[src/hw/rtl/dlv_pkg.sv]
// ----------------------------------------------------------------------------
// Display list validator package
// Limits, codes, shared types and float helpers of the validator.
// ----------------------------------------------------------------------------
package dlv_pkg;

	localparam logic [31:0] MaxOps       = 32'd4096;
	localparam logic [31:0] MaxPoints    = 32'd16384;
	localparam logic [31:0] MaxTextBytes = 32'd65536;
	localparam logic [31:0] MaxImages    = 32'd256;

	localparam int unsigned DepthW = 13;
	localparam logic [DepthW-1:0] DepthMax = '1;

	localparam logic [31:0] MinPolyPoints = 32'd2;

	typedef enum logic [2:0] {
		OP_TEXT      = 3'd0,
		OP_POLYLINE  = 3'd1,
		OP_IMAGE     = 3'd2,
		OP_CLIP_PUSH = 3'd3,
		OP_CLIP_POP  = 3'd4,
		OP_RECT      = 3'd5,
		OP_LINE      = 3'd6
	} opcode_t;

	typedef enum logic [3:0] {
		ST_OK              = 4'd0,
		ST_LIST_VALID      = 4'd1,
		ST_TOO_MANY_OPS    = 4'd2,
		ST_TEXT_TOO_BIG    = 4'd3,
		ST_TOO_MANY_POINTS = 4'd4,
		ST_TOO_MANY_IMAGES = 4'd5,
		ST_BAD_CONTENT     = 4'd6,
		ST_NONFINITE_RECT  = 4'd7,
		ST_TEXT_RANGE      = 4'd8,
		ST_POLY_SHORT      = 4'd9,
		ST_POINT_RANGE     = 4'd10,
		ST_UNKNOWN_IMAGE   = 4'd11,
		ST_UNBALANCED_POP  = 4'd12,
		ST_UNBALANCED_PUSH = 4'd13
	} status_t;

	typedef enum logic [2:0] {
		REG_OP_COUNT      = 3'd0,
		REG_TEXT_SIZE     = 3'd1,
		REG_POINT_COUNT   = 3'd2,
		REG_IMAGE_COUNT   = 3'd3,
		REG_CONTENT_W     = 3'd4,
		REG_CONTENT_H     = 3'd5
	} reg_index_t;

	typedef struct packed {
		logic [31:0] op_count;
		logic [31:0] text_size;
		logic [31:0] point_count;
		logic [31:0] image_count;
		logic [31:0] content_width_bits;
		logic [31:0] content_height_bits;
	} cfg_t;

	typedef struct packed {
		logic [2:0]  opcode;
		logic [31:0] rect_x;
		logic [31:0] rect_y;
		logic [31:0] rect_w;
		logic [31:0] rect_h;
		logic [31:0] slice_offset;
		logic [31:0] slice_count;
		logic        last_op;
	} item_t;

	// An all-ones exponent means infinity or NaN.
	function automatic logic is_nonfinite(input logic [31:0] bits);
		return bits[30:23] == 8'hFF;
	endfunction

	// Negative zero is allowed; any other value with the sign set is not.
	function automatic logic bad_dimension(input logic [31:0] bits);
		return is_nonfinite(bits) || (bits[31] && (bits[30:0] != 31'd0));
	endfunction

endpackage

[src/hw/rtl/dlv_cfg_regs.sv]
// ----------------------------------------------------------------------------
// Display list validator configuration registers
// Holds the six list size and content size registers.
// ----------------------------------------------------------------------------
module dlv_cfg_regs
	import dlv_pkg::*;
(
	input  logic        clk,
	input  logic        arst_n,
	input  logic        cfg_valid,
	output logic        cfg_ready,
	input  logic [2:0]  cfg_index,
	input  logic [31:0] cfg_data,
	output cfg_t        cfg
);

	cfg_t cfg_q;

	assign cfg_ready = 1'b1;
	assign cfg       = cfg_q;

	always_ff @(posedge clk or negedge arst_n) begin
		if (!arst_n) begin
			cfg_q <= '0;
		end else if (cfg_valid) begin
			// Indexes past the last register are dropped.
			unique case (cfg_index)
				REG_OP_COUNT:    cfg_q.op_count            <= cfg_data;
				REG_TEXT_SIZE:   cfg_q.text_size           <= cfg_data;
				REG_POINT_COUNT: cfg_q.point_count         <= cfg_data;
				REG_IMAGE_COUNT: cfg_q.image_count         <= cfg_data;
				REG_CONTENT_W:   cfg_q.content_width_bits  <= cfg_data;
				REG_CONTENT_H:   cfg_q.content_height_bits <= cfg_data;
				default: ;
			endcase
		end
	end

endmodule

[src/hw/rtl/dlv_check.sv]
// ----------------------------------------------------------------------------
// Display list validator check stage
// Per-op checks, clip depth tracking and first-error latch of a list.
// ----------------------------------------------------------------------------
module dlv_check
	import dlv_pkg::*;
(
	input  logic    clk,
	input  logic    arst_n,
	input  cfg_t    cfg,
	input  item_t   item,
	input  logic    advance,
	output status_t result
);

	logic [DepthW-1:0] clip_depth_q;
	status_t           latched_error_q;

	status_t           list_err;
	status_t           op_err;
	status_t           err;
	logic [32:0]       slice_end;
	logic              rect_bad;
	logic [DepthW-1:0] depth_next;
	logic [DepthW-1:0] depth_op;

	assign slice_end = {1'b0, item.slice_offset} + {1'b0, item.slice_count};
	assign rect_bad  = is_nonfinite(item.rect_x) || is_nonfinite(item.rect_y) ||
		is_nonfinite(item.rect_w) || is_nonfinite(item.rect_h);

	always_comb begin
		if (cfg.op_count > MaxOps) begin
			list_err = ST_TOO_MANY_OPS;
		end else if (cfg.point_count > MaxPoints) begin
			list_err = ST_TOO_MANY_POINTS;
		end else if (cfg.text_size > MaxTextBytes) begin
			list_err = ST_TEXT_TOO_BIG;
		end else if (cfg.image_count > MaxImages) begin
			list_err = ST_TOO_MANY_IMAGES;
		end else if (bad_dimension(cfg.content_width_bits) ||
				bad_dimension(cfg.content_height_bits)) begin
			list_err = ST_BAD_CONTENT;
		end else begin
			list_err = ST_OK;
		end
	end

	always_comb begin
		op_err   = ST_OK;
		depth_op = clip_depth_q;
		if (rect_bad) begin
			op_err = ST_NONFINITE_RECT;
		end else begin
			case (item.opcode)
				OP_TEXT: begin
					if (slice_end > {1'b0, cfg.text_size}) op_err = ST_TEXT_RANGE;
				end
				OP_POLYLINE: begin
					if (item.slice_count < MinPolyPoints) begin
						op_err = ST_POLY_SHORT;
					end else if (slice_end > {1'b0, cfg.point_count}) begin
						op_err = ST_POINT_RANGE;
					end
				end
				OP_IMAGE: begin
					if (item.slice_offset >= cfg.image_count) op_err = ST_UNKNOWN_IMAGE;
				end
				OP_CLIP_PUSH: begin
					// The depth saturates rather than wrapping.
					if (clip_depth_q != DepthMax) depth_op = clip_depth_q + 1'b1;
				end
				OP_CLIP_POP: begin
					if (clip_depth_q == '0) begin
						op_err = ST_UNBALANCED_POP;
					end else begin
						depth_op = clip_depth_q - 1'b1;
					end
				end
				default: ;
			endcase
		end
	end

	always_comb begin
		depth_next = clip_depth_q;
		if (latched_error_q != ST_OK) begin
			err = latched_error_q;
		end else if (list_err != ST_OK) begin
			err = list_err;
		end else begin
			err        = op_err;
			depth_next = depth_op;
		end

		result = err;
		if (item.last_op && err == ST_OK) begin
			result = (depth_next != '0) ? ST_UNBALANCED_PUSH : ST_LIST_VALID;
		end
	end

	always_ff @(posedge clk or negedge arst_n) begin
		if (!arst_n) begin
			clip_depth_q    <= '0;
			latched_error_q <= ST_OK;
		end else if (advance) begin
			if (item.last_op) begin
				clip_depth_q    <= '0;
				latched_error_q <= ST_OK;
			end else begin
				clip_depth_q    <= depth_next;
				latched_error_q <= err;
			end
		end
	end

endmodule

[src/hw/rtl/display_list_validator_top.sv]
// ----------------------------------------------------------------------------
// Display list validator
// Checks a stream of draw ops against the configured list and content sizes.
// ----------------------------------------------------------------------------
// One op enters per clock cycle while the output does not stall, and every op
// yields exactly one result. An accepted op is held in the input register and
// checked there by compare logic against the configuration registers and the
// clip depth; its status goes to the result register that drives the output.
// The input side keeps taking ops while a result waits, as long as the input
// register is empty or the result register can move on in the same cycle.
// The first error of a list is held and repeated until the op marked last,
// which reports the verdict and clears the clip depth and the error for the
// next list. Configuration writes are registered and always taken.
// ----------------------------------------------------------------------------
module display_list_validator_top
	import dlv_pkg::*;
(
	input  logic        clk,
	input  logic        arst_n,
	input  logic        cfg_valid,
	output logic        cfg_ready,
	input  logic [2:0]  cfg_index,
	input  logic [31:0] cfg_data,
	input  logic        in_valid,
	output logic        in_ready,
	input  logic [2:0]  opcode,
	input  logic [31:0] rect_x,
	input  logic [31:0] rect_y,
	input  logic [31:0] rect_w,
	input  logic [31:0] rect_h,
	input  logic [31:0] slice_offset,
	input  logic [31:0] slice_count,
	input  logic        last_op,
	output logic        out_valid,
	input  logic        out_ready,
	output logic [3:0]  status,
	output logic        list_done
);

	cfg_t    cfg;
	item_t   item_s1;
	logic    valid_s1;
	logic    valid_s2;
	status_t status_s2;
	logic    list_done_s2;
	status_t check_status;
	logic    advance;

	dlv_cfg_regs u_cfg_regs (
		.clk       (clk),
		.arst_n    (arst_n),
		.cfg_valid (cfg_valid),
		.cfg_ready (cfg_ready),
		.cfg_index (cfg_index),
		.cfg_data  (cfg_data),
		.cfg       (cfg)
	);

	assign advance  = valid_s1 && (!valid_s2 || out_ready);
	assign in_ready = !valid_s1 || advance;

	always_ff @(posedge clk or negedge arst_n) begin
		if (!arst_n) begin
			valid_s1 <= 1'b0;
		end else if (in_ready) begin
			valid_s1 <= in_valid;
		end
	end

	always_ff @(posedge clk) begin
		if (in_valid && in_ready) begin
			item_s1 <= '{opcode: opcode, rect_x: rect_x, rect_y: rect_y,
				rect_w: rect_w, rect_h: rect_h, slice_offset: slice_offset,
				slice_count: slice_count, last_op: last_op};
		end
	end

	dlv_check u_check (
		.clk     (clk),
		.arst_n  (arst_n),
		.cfg     (cfg),
		.item    (item_s1),
		.advance (advance),
		.result  (check_status)
	);

	always_ff @(posedge clk or negedge arst_n) begin
		if (!arst_n) begin
			valid_s2 <= 1'b0;
		end else if (!valid_s2 || out_ready) begin
			valid_s2 <= valid_s1;
		end
	end

	always_ff @(posedge clk) begin
		if (advance) begin
			status_s2    <= check_status;
			list_done_s2 <= item_s1.last_op;
		end
	end

	assign out_valid = valid_s2;
	assign status    = status_s2;
	assign list_done = list_done_s2;

endmodule

[config.mk]
export PLATFORM = sky130hd
export DESIGN_NAME = display_list_validator_top
export DESIGN_NICKNAME = d
export VERILOG_FILES = /design/src/hw/rtl/dlv_pkg.sv /design/src/hw/rtl/dlv_cfg_regs.sv /design/src/hw/rtl/dlv_check.sv /design/src/hw/rtl/display_list_validator_top.sv
export SDC_FILE = /design/constraint.sdc
export NUM_CORES = 1
export LEC_CHECK = 0
export ABC_AREA = 1
export BUFFER_PORTS_ARGS = -buffer_cell sky130_fd_sc_hd__buf_2
export CAP_MARGIN = 10
export CORE_UTILIZATION = 50
export DETAILED_ROUTE_END_ITERATION = 8
export PLACE_DENSITY = 0.71
export SYNTH_ARGS = -nofsm -noshare
export SYNTH_HDL_FRONTEND = slang
export SYNTH_SLANG_ARGS = --single-unit
[constraint.sdc]
create_clock -name clk -period 6 [get_ports clk]
set_clock_uncertainty 0.05 [all_clocks]
set_input_delay 0.6 -clock clk [delete_from_list [all_inputs] [get_ports clk]]
set_output_delay 0.6 -clock clk [all_outputs]
set_load 0.1 [all_outputs]
==> results of run 1 <==
## worst paths after layout
check | to | startpoint | slack, ps
min in group clk | item_s1[49] | slice_offset[16] | 210
min reg2reg | list_done | item_s1[0] | 410
max | status[3] | item_s1[3] | 1210
max reg2reg | status[3] | item_s1[3] | 1210
min | u_check.clip_depth_q[6] | arst_n | 70
max in group asynchronous | u_cfg_regs.cfg[186] | arst_n | 4480
## layout make-up
| cell class | count | area share |
|---|---|---|
| Clock buffer | 42 | 0.0498 |
| Timing Repair Buffer | 155 | 0.0422 |
| Multi-Input combinational cell | 1319 | 0.381 |
| Tap cell | 442 | 0.0290 |
| Inverter | 239 | 0.0472 |
| Antenna cell | 1 | 0.000131 |
| Clock inverter | 18 | 0.00937 |
| Sequential cell | 316 | 0.441 |
## cells by family after synthesis
logic type      Yosys count  share of synthesized area
simple gates            780                      0.196
compound gates          370                      0.119
flops                   316                      0.502
buf+inv                 286                     0.0654
fa+ha+maj               131                     0.0980
xor+xnor                 37                     0.0193
other cells               1                   0.000223
## placed cells by master (no fill, tap or decap), drive strengths merged, types with 2 or more instances in the layout
master	count
a211oi	4
clkinvlp	3
a21oi	89
o21ai	233
a21o	3
a21boi	2
edfxtp	105
buf	154
ha	130
a31oi	3
nand3	69
bufinv	3
nor4	16
nand2	468
xor2	21
dfrtp	211
clkinv	11
o31ai	4
clkbuf	43
o21a	2
nor2	159
o22ai	16
or2	2
xnor2	16
nand4	39
nand3b	8
nor3	17
o21bai	4
inv	240
o211ai	2
## per-stage QoR
step / utilization / power, mW
after floorplan: - / 3.80
after global placement: 0.548 / 4.18
after detailed placement: 0.548 / 4.26
after CTS: 0.583 / 6.39
after global routing: 0.583 / 6.73
final: 0.583 / 6.36
## worst max-delay path: stages, from the launching register on
cell	delay, ps
edfxtp_1	420
ha_1	370
nand2_1	80
nor2_1	40
a211oi_1	310
o21ai_1	160
nand2_1	80
nand2_1	110
a21oi_1	350
o21bai_1	190
nand2_1	90
nand2_1	70
a21o_1	180
xor2_1	190
ha_1	330
nand4_1	240
nor4_1	450
nand4_1	260
nand3_1	120
inv_1	40
nand2_1	50
nand2_1	70
nand2_1	70
nand4_1	100
nor2_1	100
nand2_1	70
nand2_1	60
## state kept, by name (all words and copies together) (netlist names)
signal                   flops
item_s1                    100
list_done                    1
out_valid                    1
status                       4
u_cfg_regs.cfg             192
u_check.clip_depth_q        13
u_check.latched_error_q      4
valid_s1                     1
## power by group
| group | switching [mW] | internal [mW] |
|---|---|---|
| sequential | 0.199 | 2.55 |
| combinational | 0.935 | 0.547 |
| clock | 0.861 | 1.26 |
## layer usage
layer  vias up  global-route usage  part of all wire
li1       6692                   -                 -
met1      6322               0.319              0.43
met2       399               0.404              0.48
met3        89              0.0328             0.051
met4         2              0.0883             0.032
met5         -                   0           0.00042
==> summary.txt, run 1 <==
Outcome
  – Run status: completed

Synth
  – Top FF cell, synth: dfrtp_1
  – Count of state elements after synthesis: 316
  – Post-synth top area cell: dfrtp_1
  – Most used standard cell by instance count after synthesis: nand2_1
  – Number of enable-type register cells in the synthesized netlist: 105
  – Post-synthesis net count: 2288
  – Per-instance average area after synthesis: 8.74 um^2
  – Post-synth cell types: 56
  – Leading post-synthesis cells by cell area: dfrtp_1, edfxtp_1, nand2_1
  – Synth async-reset ratio: 0.668
  – Post-Syn Instances: 1921
  – Area of the mapped netlist: 16800 um^2
  – Portion of synthesized cell area occupied by the leading cell type: 0.314
  – Warning count from the yosys run: 0
  – Register area share after synthesis: 0.502
  – Commonest cells in the netlist: nand2_1, inv_1, o21ai_0

CTS
  – Number of buffers created by CTS: 35
  – Largest buffer count on any clock path: 3
  – Clock H-tree levels: 2
  – Post-CTS setup-driven buffer insertion count: 0
  – Master cell of the clock root buffer: clkbuf_16
  – CTS Sinks: 316
  – Clock transition time at the flip-flop clock pins of the worst setup and hold paths: 60 ps
  – Clock Latency Late Sink: 520 ps
  – Clock tree from TritonCTS: done
  – Number of buffers added to fix hold violations after cts: 0
  – Gates resized, CTS repair: 0

Cells and area
  – Synthesis-to-finish area growth: 13.7%
  – Final Cell Area: 19100 um^2
  – Layout cells sized above 1: 0.114
  – Area used by sequential logic in the layout: 8430 um^2
  – Number of nets in the layout: 2433
  – Combined area of the multi-input logic cells: 7270 um^2
  – Number of filler instances in the final layout: 2955
  – Final standard cell count with taps included and fillers excluded: 2532

Placed design
  – Dpl ws: 1340 ps
  – Placed Area: 18000 um^2
  – Number of buffer cells added on primary ports: 146
  – Placed wire-length estimate after detailed placement: 30.3 mm
  – Number of placed instances, taps included: 2471
  – Routability congestion estimate from global placement: 0.919

Floorplanning
  – Number of rows in the core area: 66
  – Area of the placeable core: 32800 um^2
  – Die Y: 185 um
  – Die area: 34300 um^2
  – Io pins: 244
  – Die Span X: 185 um
  – Initial Util: 0.512

Critical path
  – Arrival @ worst endpoint: 5130 ps
  – Critical path type: reg2reg
  – CP Launch Type: register
  – Depth of the most critical reg-to-reg path: 26
  – Worst-path fanout max: 4
  – CP Capture Type: register
  – Data required time of the critical path: 6340 ps

GRT
  – Overflow left after global routing: 0
  – Number of antenna violations at the first check in global routing: 1
  – Global routing usage summed across all routing layers: 0.241
  – Wire length of the first global-routing pass: 64.6 mm
  – Pin count of the biggest net entering global routing: 100
  – Number of global-route vias before repair: 12855

Timing
  – Final critical path time including I/O delays and setup: 4790 ps
  – Final setup margin: 1210 ps
  – Max_slew headroom: 0.439
  – Slew Viols, Final: 0
  – Number of failing setup endpoints in the final timing report: 0
  – Highest clock frequency the design can meet: 0.209 GHz
  – Unrepaired setup endpoints after global routing: no
  – Number of hold violations in the final report: 0
  – Post-Route Hold Slack: 73.6 ps
  – Sum of negative setup slack: 0 ps
  – Crit share post-route: 0.798
  – Slew of the pin with the lowest slew margin: 842 ps

Pwr
  – Leakage dissipation: 9.21 nW
  – Worst VDD drop: 261 uV
  – Power density of the placed cells: 333 nW/um^2

Detailed routing
  – Antenna Nets Post-Route: 0
  – Via count of the routed design: 13504
  – First DRT Iteration DRCs: 949
  – DR pass1 iterations: 6
  – Via/cell ratio: 5.33
  – Final routed DRC violation total: 0
  – Final wirelength: 40.6 mm
  – Post-DR wirelength/cell: 16.0 um

Run
  – Max capacitance violation total: 0

Worst hold path
  – Path category of the worst min-delay check: in2async
(Power assumes the default switching activity.)
==> run 2: changes to the inputs <==
--- a/config.mk
+++ b/config.mk
@@ -5,7 +5,7 @@
 export SDC_FILE = /design/constraint.sdc
 export NUM_CORES = 1
 export LEC_CHECK = 0
-export ABC_AREA = 1
+export ABC_AREA = 0
 export BUFFER_PORTS_ARGS = -buffer_cell sky130_fd_sc_hd__buf_2
 export CAP_MARGIN = 10
 export CORE_UTILIZATION = 50
==> constraint.sdc (replaced) <==
create_clock -name clk -period 4.5 [get_ports clk]
set_clock_uncertainty 0.05 [all_clocks]
set_input_delay 0.45 -clock clk [delete_from_list [all_inputs] [get_ports clk]]
set_output_delay 0.45 -clock clk [all_outputs]
set_load 0.1 [all_outputs]
==> summary.txt, run 2 <==
Synth
  – Mux cell area share after synthesis: 0.0896 (was 0)
  – Per-instance average area after synthesis: 11.2 um^2 (was 8.74 um^2)
  – Synth async-reset ratio: 0.668 (unchanged)
  – Dominant combinational cell family by area after synthesis: simple AND/OR/NAND/NOR gates (unchanged)
  – Post-Syn Instances: 1485 (was 1921)
  – Post-synth cell types: 85 (was 56)
  – Area of the mapped netlist: 16600 um^2 (was 16800 um^2)
  – Post-Synth XOR/XNOR Area: 0.0169 (was 0.0193)
  – Warning count from the yosys run: 0 (unchanged)
  – Leading post-synthesis cells by cell area: dfrtp_1, edfxtp_1, ha_1 (was dfrtp_1, edfxtp_1, nand2_1)
  – Count of state elements after synthesis: 316 (unchanged)
  – Register area share after synthesis: 0.509 (was 0.502)
  – Top FF cell, synth: dfrtp_1 (unchanged)
  – Number of enable-type register cells in the synthesized netlist: 105 (unchanged)
  – Portion of synthesized cell area occupied by the leading cell type: 0.319 (was 0.314)
  – Commonest cells in the netlist: dfrtp_1, mux2_2, ha_1 (was nand2_1, inv_1, o21ai_0)
  – Area share of and/or/nand/nor cells after synthesis: 0.123 (was 0.196)
  – Post-synth top area cell: dfrtp_1 (unchanged)
  – Post-synthesis net count: 1852 (was 2288)
  – Area fraction in compound gates after synthesis: 0.122 (was 0.119)
  – Fraction of the mapped netlist area in adder cells: 0.0994 (was 0.0980)
  – Most used standard cell by instance count after synthesis: dfrtp_1 (was nand2_1)

Cells and area
  – Layout cells sized above 1: 0.314 (was 0.114)
  – Commonest non-fill, non-tap cell in the layout: dfrtp_1 (was nand2_1)
  – Flip-flop count of the largest register after layout: 192 (unchanged)
  – # diodes: 0 (was 1)
  – Synthesis-to-finish area growth: 24.2% (was 13.7%)
  – Post-Route Utilization: 0.632 (was 0.583)
  – Number of nets in the layout: 2159 (was 2433)
  – Final standard cell count with taps included and fillers excluded: 2263 (was 2532)
  – Number of filler instances in the final layout: 2598 (was 2955)
  – Most used cells in the layout excluding fill and tap cells: dfrtp_1, buf_4, buf_2, mux2_2, ha_1 (was nand2_1, inv_1, o21ai_0, dfrtp_1, nor2_1)

Timing
  – Number of failing setup endpoints in the final timing report: 6 (was 0)
  – Post-Route Hold Slack: -87.4 ps (was 73.6 ps)
  – Slew Viols, Final: 0 (unchanged)
  – Highest clock frequency the design can meet: 0.190 GHz (was 0.209 GHz)
  – Slew of the pin with the lowest slew margin: 878 ps (was 842 ps)
  – Max_slew headroom: 0.414 (was 0.439)
  – Number of hold violations in the final report: 24 (was 0)
  – Unrepaired setup endpoints after global routing: yes (was no)
  – Crit share post-route: 1.17 (was 0.798)
  – Final critical path time including I/O delays and setup: 5280 ps (was 4790 ps)
  – Final setup margin: -776 ps (was 1210 ps)

Critical path
  – Highest-delay cell along the critical path: fa_2 (was nor4_1)
  – Buffers & Inverters on Critical Path: 3 (was 1)
  – Worst-path fanout max: 4 (unchanged)
  – CP Launch Type: register (unchanged)
  – Highest cell delay on the worst timing path: 360 ps (was 450 ps)
  – Data required time of the critical path: 4790 ps (was 6340 ps)
  – Critical path type: reg2reg (unchanged)
  – CP Capture Type: register (unchanged)
  – Kind of cell adding the most delay to the critical path: compound AO/OA/AOI/OAI gates (was simple AND/OR/NAND/NOR gates)
  – Arrival @ worst endpoint: 5560 ps (was 5130 ps)

Outcome
  – Run status: finished with violations (was completed)
  – Violations in the final reports: hold timing, setup timing

Floorplanning
  – Die Y: 184 um (was 185 um)
  – Area of the placeable core: 32500 um^2 (was 32800 um^2)
  – Io pins: 244 (unchanged)
  – Number of rows in the core area: 66 (unchanged)
  – Initial Util: 0.509 (was 0.512)
  – Die area: 33900 um^2 (was 34300 um^2)
  – Die Span X: 184 um (was 185 um)

Placed design
  – Dpl ws: -901 ps (was 1340 ps)
  – Placed wire-length estimate after detailed placement: 31.6 mm (was 30.3 mm)
  – Number of buffer cells added on primary ports: 146 (unchanged)
  – Number of placed instances, taps included: 2187 (was 2471)
  – Routability congestion estimate from global placement: 0.953 (was 0.919)

CTS
  – Number of buffers created by CTS: 37 (was 35)
  – Clock H-tree levels: 2 (unchanged)
  – Clock Latency Late Sink: 530 ps (was 520 ps)
  – CTS Sinks: 316 (unchanged)
  – Largest buffer count on any clock path: 3 (unchanged)
  – Number of buffers added to fix hold violations after cts: 0 (unchanged)
  – Clock tree from TritonCTS: done (unchanged)
  – Master cell of the clock root buffer: clkbuf_16 (unchanged)
  – Clock transition time at the flip-flop clock pins of the worst setup and hold paths: 60 ps (about the same)

Pwr
  – Leakage dissipation: 9.07 nW (was 9.21 nW)
  – Power density of the placed cells: 454 nW/um^2 (was 333 nW/um^2)
  – Worst VDD drop: 288 uV (was 261 uV)

GRT
  – Pin count of the biggest net entering global routing: 104 (was 100)
  – Global routing usage summed across all routing layers: 0.254 (was 0.241)
  – Number of antenna violations at the first check in global routing: 0 (was 1)
  – Number of global-route vias before repair: 12863 (was 12855)
  – Overflow left after global routing: 0 (unchanged)
  – Wire length of the first global-routing pass: 67.3 mm (was 64.6 mm)

Detailed routing
  – Antenna Nets Post-Route: 0 (unchanged)
  – Via count of the routed design: 12773 (was 13504)
  – DR pass1 iterations: 6 (unchanged)
  – Post-DR wirelength/cell: 18.5 um (was 16.0 um)
  – Via/cell ratio: 5.64 (was 5.33)
  – First DRT Iteration DRCs: 718 (was 949)
  – Final wirelength: 41.9 mm (was 40.6 mm)
  – Final routed DRC violation total: 0 (unchanged)

Worst hold path
  – Path category of the worst min-delay check: in2async (unchanged)

Run
  – Max capacitance violation total: 0 (unchanged)
==> run 2: report_power, final <==
part	internal, mW	switching (mW)
Combinational	1.14	1.25
Sequential	3.44	0.280
Clock	2.04	1.20
==> run 2: stage by stage <==
| stage | total power [mW] | setup TNS (ps) | area, um^2 |
|---|---|---|---|
| global placement | 5.90 | -3600 | 19000 |
| floorplan | 5.10 | -949 | 16600 |
| CTS | 9.34 | -4590 | 20400 |
| global route | 9.81 | -5830 | 20600 |
| detailed placement | 6.01 | -4470 | 19000 |
| finish | 9.35 | -4070 | 20600 |
==> run 2: area by class of cell <==
type / count / area [um^2] / area share
clock inverters: 16 / 249 / 0.0121
flip-flops and latches: 316 / 8430 / 0.410
clock buffers: 52 / 1090 / 0.0528
inverters: 126 / 473 / 0.0230
well taps: 442 / 553 / 0.0269
multi-input cells: 999 / 7770 / 0.378
repair buffers: 312 / 2000 / 0.0973
==> run 2: path summary, 6_finish.rpt <==
| kind | from | endpoint | slack [ps] | cells past startpoint |
|---|---|---|---|---|
| max | item_s1[33] | status[3] | -780 | 25 |
| min | arst_n | u_check.clip_depth_q[3] | -90 | 1 |
| max reg2reg | item_s1[33] | status[3] | -780 | 25 |
| min reg2reg | u_cfg_regs.cfg[175] | u_cfg_regs.cfg[175] | 450 | 1 |
| max in group asynchronous | arst_n | u_cfg_regs.cfg[116] | 3280 | 2 |
| min in group clk | slice_offset[5] | item_s1[38] | 40 | 1 |
==> run 2: cell families (layout without fill, tap and decap cells) <==
kind of cell | Yosys count | after routing
buffers and inverters | 170 | 506
AO/OA/AOI/OAI | 320 | 320
multiplexers | 132 | 132
AND/OR/NAND/NOR | 383 | 383
adder cells (fa/ha/maj) | 131 | 131
flip-flops | 316 | 316
other | 1 | 1
XOR/XNOR | 32 | 32
==> run 2: repair_timing <==
item | in CTS | in global routing
gates resized for setup | 16 | 22
setup buffers | 8 | 2
pin swaps | 25 | 6
setup endpoints to repair | 6 | 6
==> run 2: worst register-to-register path, cell delays in order (launching register included) <==
cell and delay (ps):
edfxtp_1 350, ha_2 200, inv_2 40, fa_2 360
nand2b_4 160, a21oi_4 160, a311oi_4 130, o31ai_4 260
a311oi_4 180, o21ai_2 200, a311oi_2 120, o41a_1 350
o21bai_2 170, xor2_2 280, ha_4 260, nand4_1 130
buf_4 160, o22ai_4 60, a211o_1 250, a22oi_2 220
buf_4 150, nand2_2 50, o211ai_2 210, a21oi_2 100
nand2b_4 160, o41ai_2 320
==> run 2: routing by layer <==
| metal | vias up | share of wire | track usage |
|---|---|---|---|
| li1 | 6098 | - | - |
| met1 | 6220 | 0.45 | 0.348 |
| met2 | 373 | 0.47 | 0.417 |
| met3 | 82 | 0.047 | 0.0329 |
| met4 | 0 | 0.033 | 0.0900 |
| met5 | - | 0 | 0 |
==> run 3: changes to the inputs <==
--- a/config.mk
+++ b/config.mk
@@ -8,9 +8,11 @@
 export ABC_AREA = 0
 export BUFFER_PORTS_ARGS = -buffer_cell sky130_fd_sc_hd__buf_2
 export CAP_MARGIN = 10
-export CORE_UTILIZATION = 50
+export CELL_PAD_IN_SITES_DETAIL_PLACEMENT = 2
+export CELL_PAD_IN_SITES_GLOBAL_PLACEMENT = 2
+export CORE_UTILIZATION = 38
 export DETAILED_ROUTE_END_ITERATION = 8
-export PLACE_DENSITY = 0.71
+export PLACE_DENSITY_LB_ADDON = 0.1
 export SYNTH_ARGS = -nofsm -noshare
 export SYNTH_HDL_FRONTEND = slang
 export SYNTH_SLANG_ARGS = --single-unit
==> summary.txt, run 3 (synthesis results as in run 2) <==
Outcome
  – Run status: finished with violations (unchanged)
  – Violations in the final reports: setup timing (was hold timing, setup timing)

Timing
  – Number of failing setup endpoints in the final timing report: 6 (unchanged)
  – Max_slew headroom: 0.387 (was 0.414)
  – Final critical path time including I/O delays and setup: 5430 ps (was 5280 ps)
  – Final setup margin: -926 ps (was -776 ps)
  – Unrepaired setup endpoints after global routing: yes (unchanged)
  – Highest clock frequency the design can meet: 0.184 GHz (was 0.190 GHz)
  – Crit share post-route: 1.21 (was 1.17)
  – Post-Route Hold Slack: 18.2 ps (was -87.4 ps)
  – Number of hold violations in the final report: 0 (was 24)
  – Slew Viols, Final: 0 (unchanged)
  – Slew of the pin with the lowest slew margin: 919 ps (was 878 ps)

Detailed routing
  – Via/cell ratio: 5.44 (was 5.64)
  – Via count of the routed design: 13612 (was 12773)
  – Antenna Nets Post-Route: 0 (unchanged)
  – Final wirelength: 59.8 mm (was 41.9 mm)
  – Met3 layer wire length in the routed design: 1.93 mm (was 1.98 mm)
  – Post-DR wirelength/cell: 23.9 um (was 18.5 um)
  – DR pass1 iterations: 4 (was 6)
  – First DRT Iteration DRCs: 672 (was 718)
  – Highest metal layer with signal wires: met4 (unchanged)
  – Met1 layer wirelength in the final routing: 25.9 mm (was 18.8 mm)
  – Met2 wire length: 29.6 mm (was 19.8 mm)
  – Final routed DRC violation total: 0 (unchanged)

Floorplanning
  – Area of the placeable core: 43100 um^2 (was 32500 um^2)
  – Die area: 44400 um^2 (was 33900 um^2)
  – Io pins: 244 (unchanged)
  – Die Span X: 211 um (was 184 um)
  – Number of rows in the core area: 76 (was 66)
  – Initial Util: 0.385 (was 0.509)
  – Die Y: 211 um (was 184 um)

Cells and area
  – Number of filler instances in the final layout: 4270 (was 2598)
  – Post-Route Utilization: 0.501 (was 0.632)
  – Flip-flop count of the largest register after layout: 192 (unchanged)
  – # diodes: 0 (unchanged)
  – Number of nets in the layout: 2255 (was 2159)
  – Commonest non-fill, non-tap cell in the layout: dfrtp_1 (unchanged)
  – Most used cells in the layout excluding fill and tap cells: dfrtp_1, buf_4, buf_2, mux2_2, ha_1 (unchanged)
  – Layout cells sized above 1: 0.304 (was 0.314)
  – Final standard cell count with taps included and fillers excluded: 2502 (was 2263)
  – Synthesis-to-finish area growth: 30.3% (was 24.2%)

Run
  – Max capacitance violation total: 0 (unchanged)

Critical path
  – CP Capture Type: register (unchanged)
  – R2R Path Start: item_s1[7] (was item_s1[33])
  – Highest cell delay on the worst timing path: 400 ps (was 360 ps)
  – Highest-delay cell along the critical path: a311oi_4 (was fa_2)
  – Data required time of the critical path: 4810 ps (was 4790 ps)
  – Cell repeated most along the worst path: a21oi_2
  – Arrival @ worst endpoint: 5730 ps (was 5560 ps)
  – Critical path type: reg2reg (unchanged)
  – CP Launch Type: register (unchanged)
  – Beginning of the critical path: item_s1[7] (was item_s1[33])
  – Worst-path fanout max: 4 (unchanged)
  – Sequence of cells on the critical path: ha_1 -> o21ai_0 -> nor2_1 -> a311oi_4 -> o31ai_4 -> a311oi_4 -> o21bai_1 -> a21oi_2 -> o2111ai_1 -> a21oi_2 -> xnor2_2 -> ha_1 -> nor4_1 -> o21ai_0 -> a21o_1 -> a211o_1 -> a22oi_2 -> buf_4 -> nand2_2 -> o211ai_2 -> a21oi_2 -> nand2b_4 -> o41ai_2

Placed design
  – Routability congestion estimate from global placement: 0.840 (was 0.953)
  – Placed wire-length estimate after detailed placement: 41.3 mm (was 31.6 mm)
  – Number of buffer cells added on primary ports: 146 (unchanged)
  – Number of placed instances, taps included: 2335 (was 2187)

CTS
  – Largest buffer count on any clock path: 3 (unchanged)
  – Clock tree from TritonCTS: done (unchanged)
  – Master cell of the clock root buffer: clkbuf_16 (unchanged)
  – Clock transition time at the flip-flop clock pins of the worst setup and hold paths: 60 ps (about the same)
  – Number of buffers created by CTS: 38 (was 37)
  – Clock H-tree levels: 2 (unchanged)
  – CTS Sinks: 316 (unchanged)
  – Clock Latency Late Sink: 570 ps (was 530 ps)

Pwr
  – Worst VDD drop: 338 uV (was 288 uV)
  – Leakage dissipation: 9.44 nW (was 9.07 nW)
  – Pwr Total: 9.55 mW (was 9.35 mW)
  – Power density of the placed cells: 442 nW/um^2 (was 454 nW/um^2)

GRT
  – Wire length of the first global-routing pass: 91.4 mm (was 67.3 mm)
  – Number of antenna violations at the first check in global routing: 0 (unchanged)
  – Global routing usage summed across all routing layers: 0.272 (was 0.254)
  – Number of global-route vias before repair: 15536 (was 12863)
  – Overflow left after global routing: 0 (unchanged)
  – Pin count of the biggest net entering global routing: 126 (was 104)

Worst hold path
  – Path category of the worst min-delay check: in2reg (was in2async)
  – Startpoint of the most critical hold path: rect_y[23]
-- run 3: power breakdown --
part	switching [mW]	leakage (nW)	internal (mW)
Combinational	1.40	5.24	1.20
Clock	1.33	0.621	1.84
Sequential	0.339	3.58	3.44
Total	3.06	9.44	6.49
-- run 3: area by class of cell --
type / count / area (um^2) / area share
Sequential cell: 316 / 8430 / 0.391
Multi-Input combinational cell: 999 / 7750 / 0.359
Timing Repair Buffer: 407 / 2940 / 0.136
Clock buffer: 50 / 1060 / 0.0490
Tap cell: 585 / 732 / 0.0339
Inverter: 126 / 473 / 0.0219
Clock inverter: 19 / 200 / 0.00927
-- run 3: metrics by stage --
stage	setup TNS [ps]	worst slack [ps]	instance area, um^2
6_report	-4790	-926	21600
5_1_grt	-6180	-1160	21600
4_1_cts	-4660	-910	21500
3_5_place_dp	-5320	-1040	19200
3_3_place_gp	-4240	-845	19200
2_1_floorplan	-949	-287	16600
-- run 3: critical path, delay by kind of cell (launching register included) --
family / cells / cell delay (ps)
compound gates: 15 / 3360
xor+xnor: 1 / 120
fa+ha+maj: 2 / 580
buf+inv: 1 / 150
flops: 1 / 390
simple gates: 4 / 590
-- run 3: metal layers --
| layer | up-vias | global-route usage |
|---|---|---|
| met5 | - | 0 |
| met4 | 0 | 0.105 |
| met3 | 110 | 0.0388 |
| met2 | 238 | 0.469 |
| met1 | 6958 | 0.343 |
| li1 | 6306 | - |
-- run 3: repair_timing --
| item | CTS | global route |
|---|---|---|
| pin swaps | 17 | 28 |
| resized for setup | 23 | 14 |
| endpoints found under the setup margin | 6 | 6 |
| setup buffers | 10 | 6 |
| hold buffers | 85 | 0 |
| endpoints found under the hold margin | 170 | 0 |
-- run 3: path summary, 6_finish.rpt --
check,to,slack [ps],cells past startpoint
max,status[3],-930,23
min,item_s1[152],20,1
max reg2reg,status[3],-930,23
min in group asynchronous,u_cfg_regs.cfg[160],480,2
min reg2reg,u_cfg_regs.cfg[179],460,1
max in group asynchronous,u_cfg_regs.cfg[70],2670,3
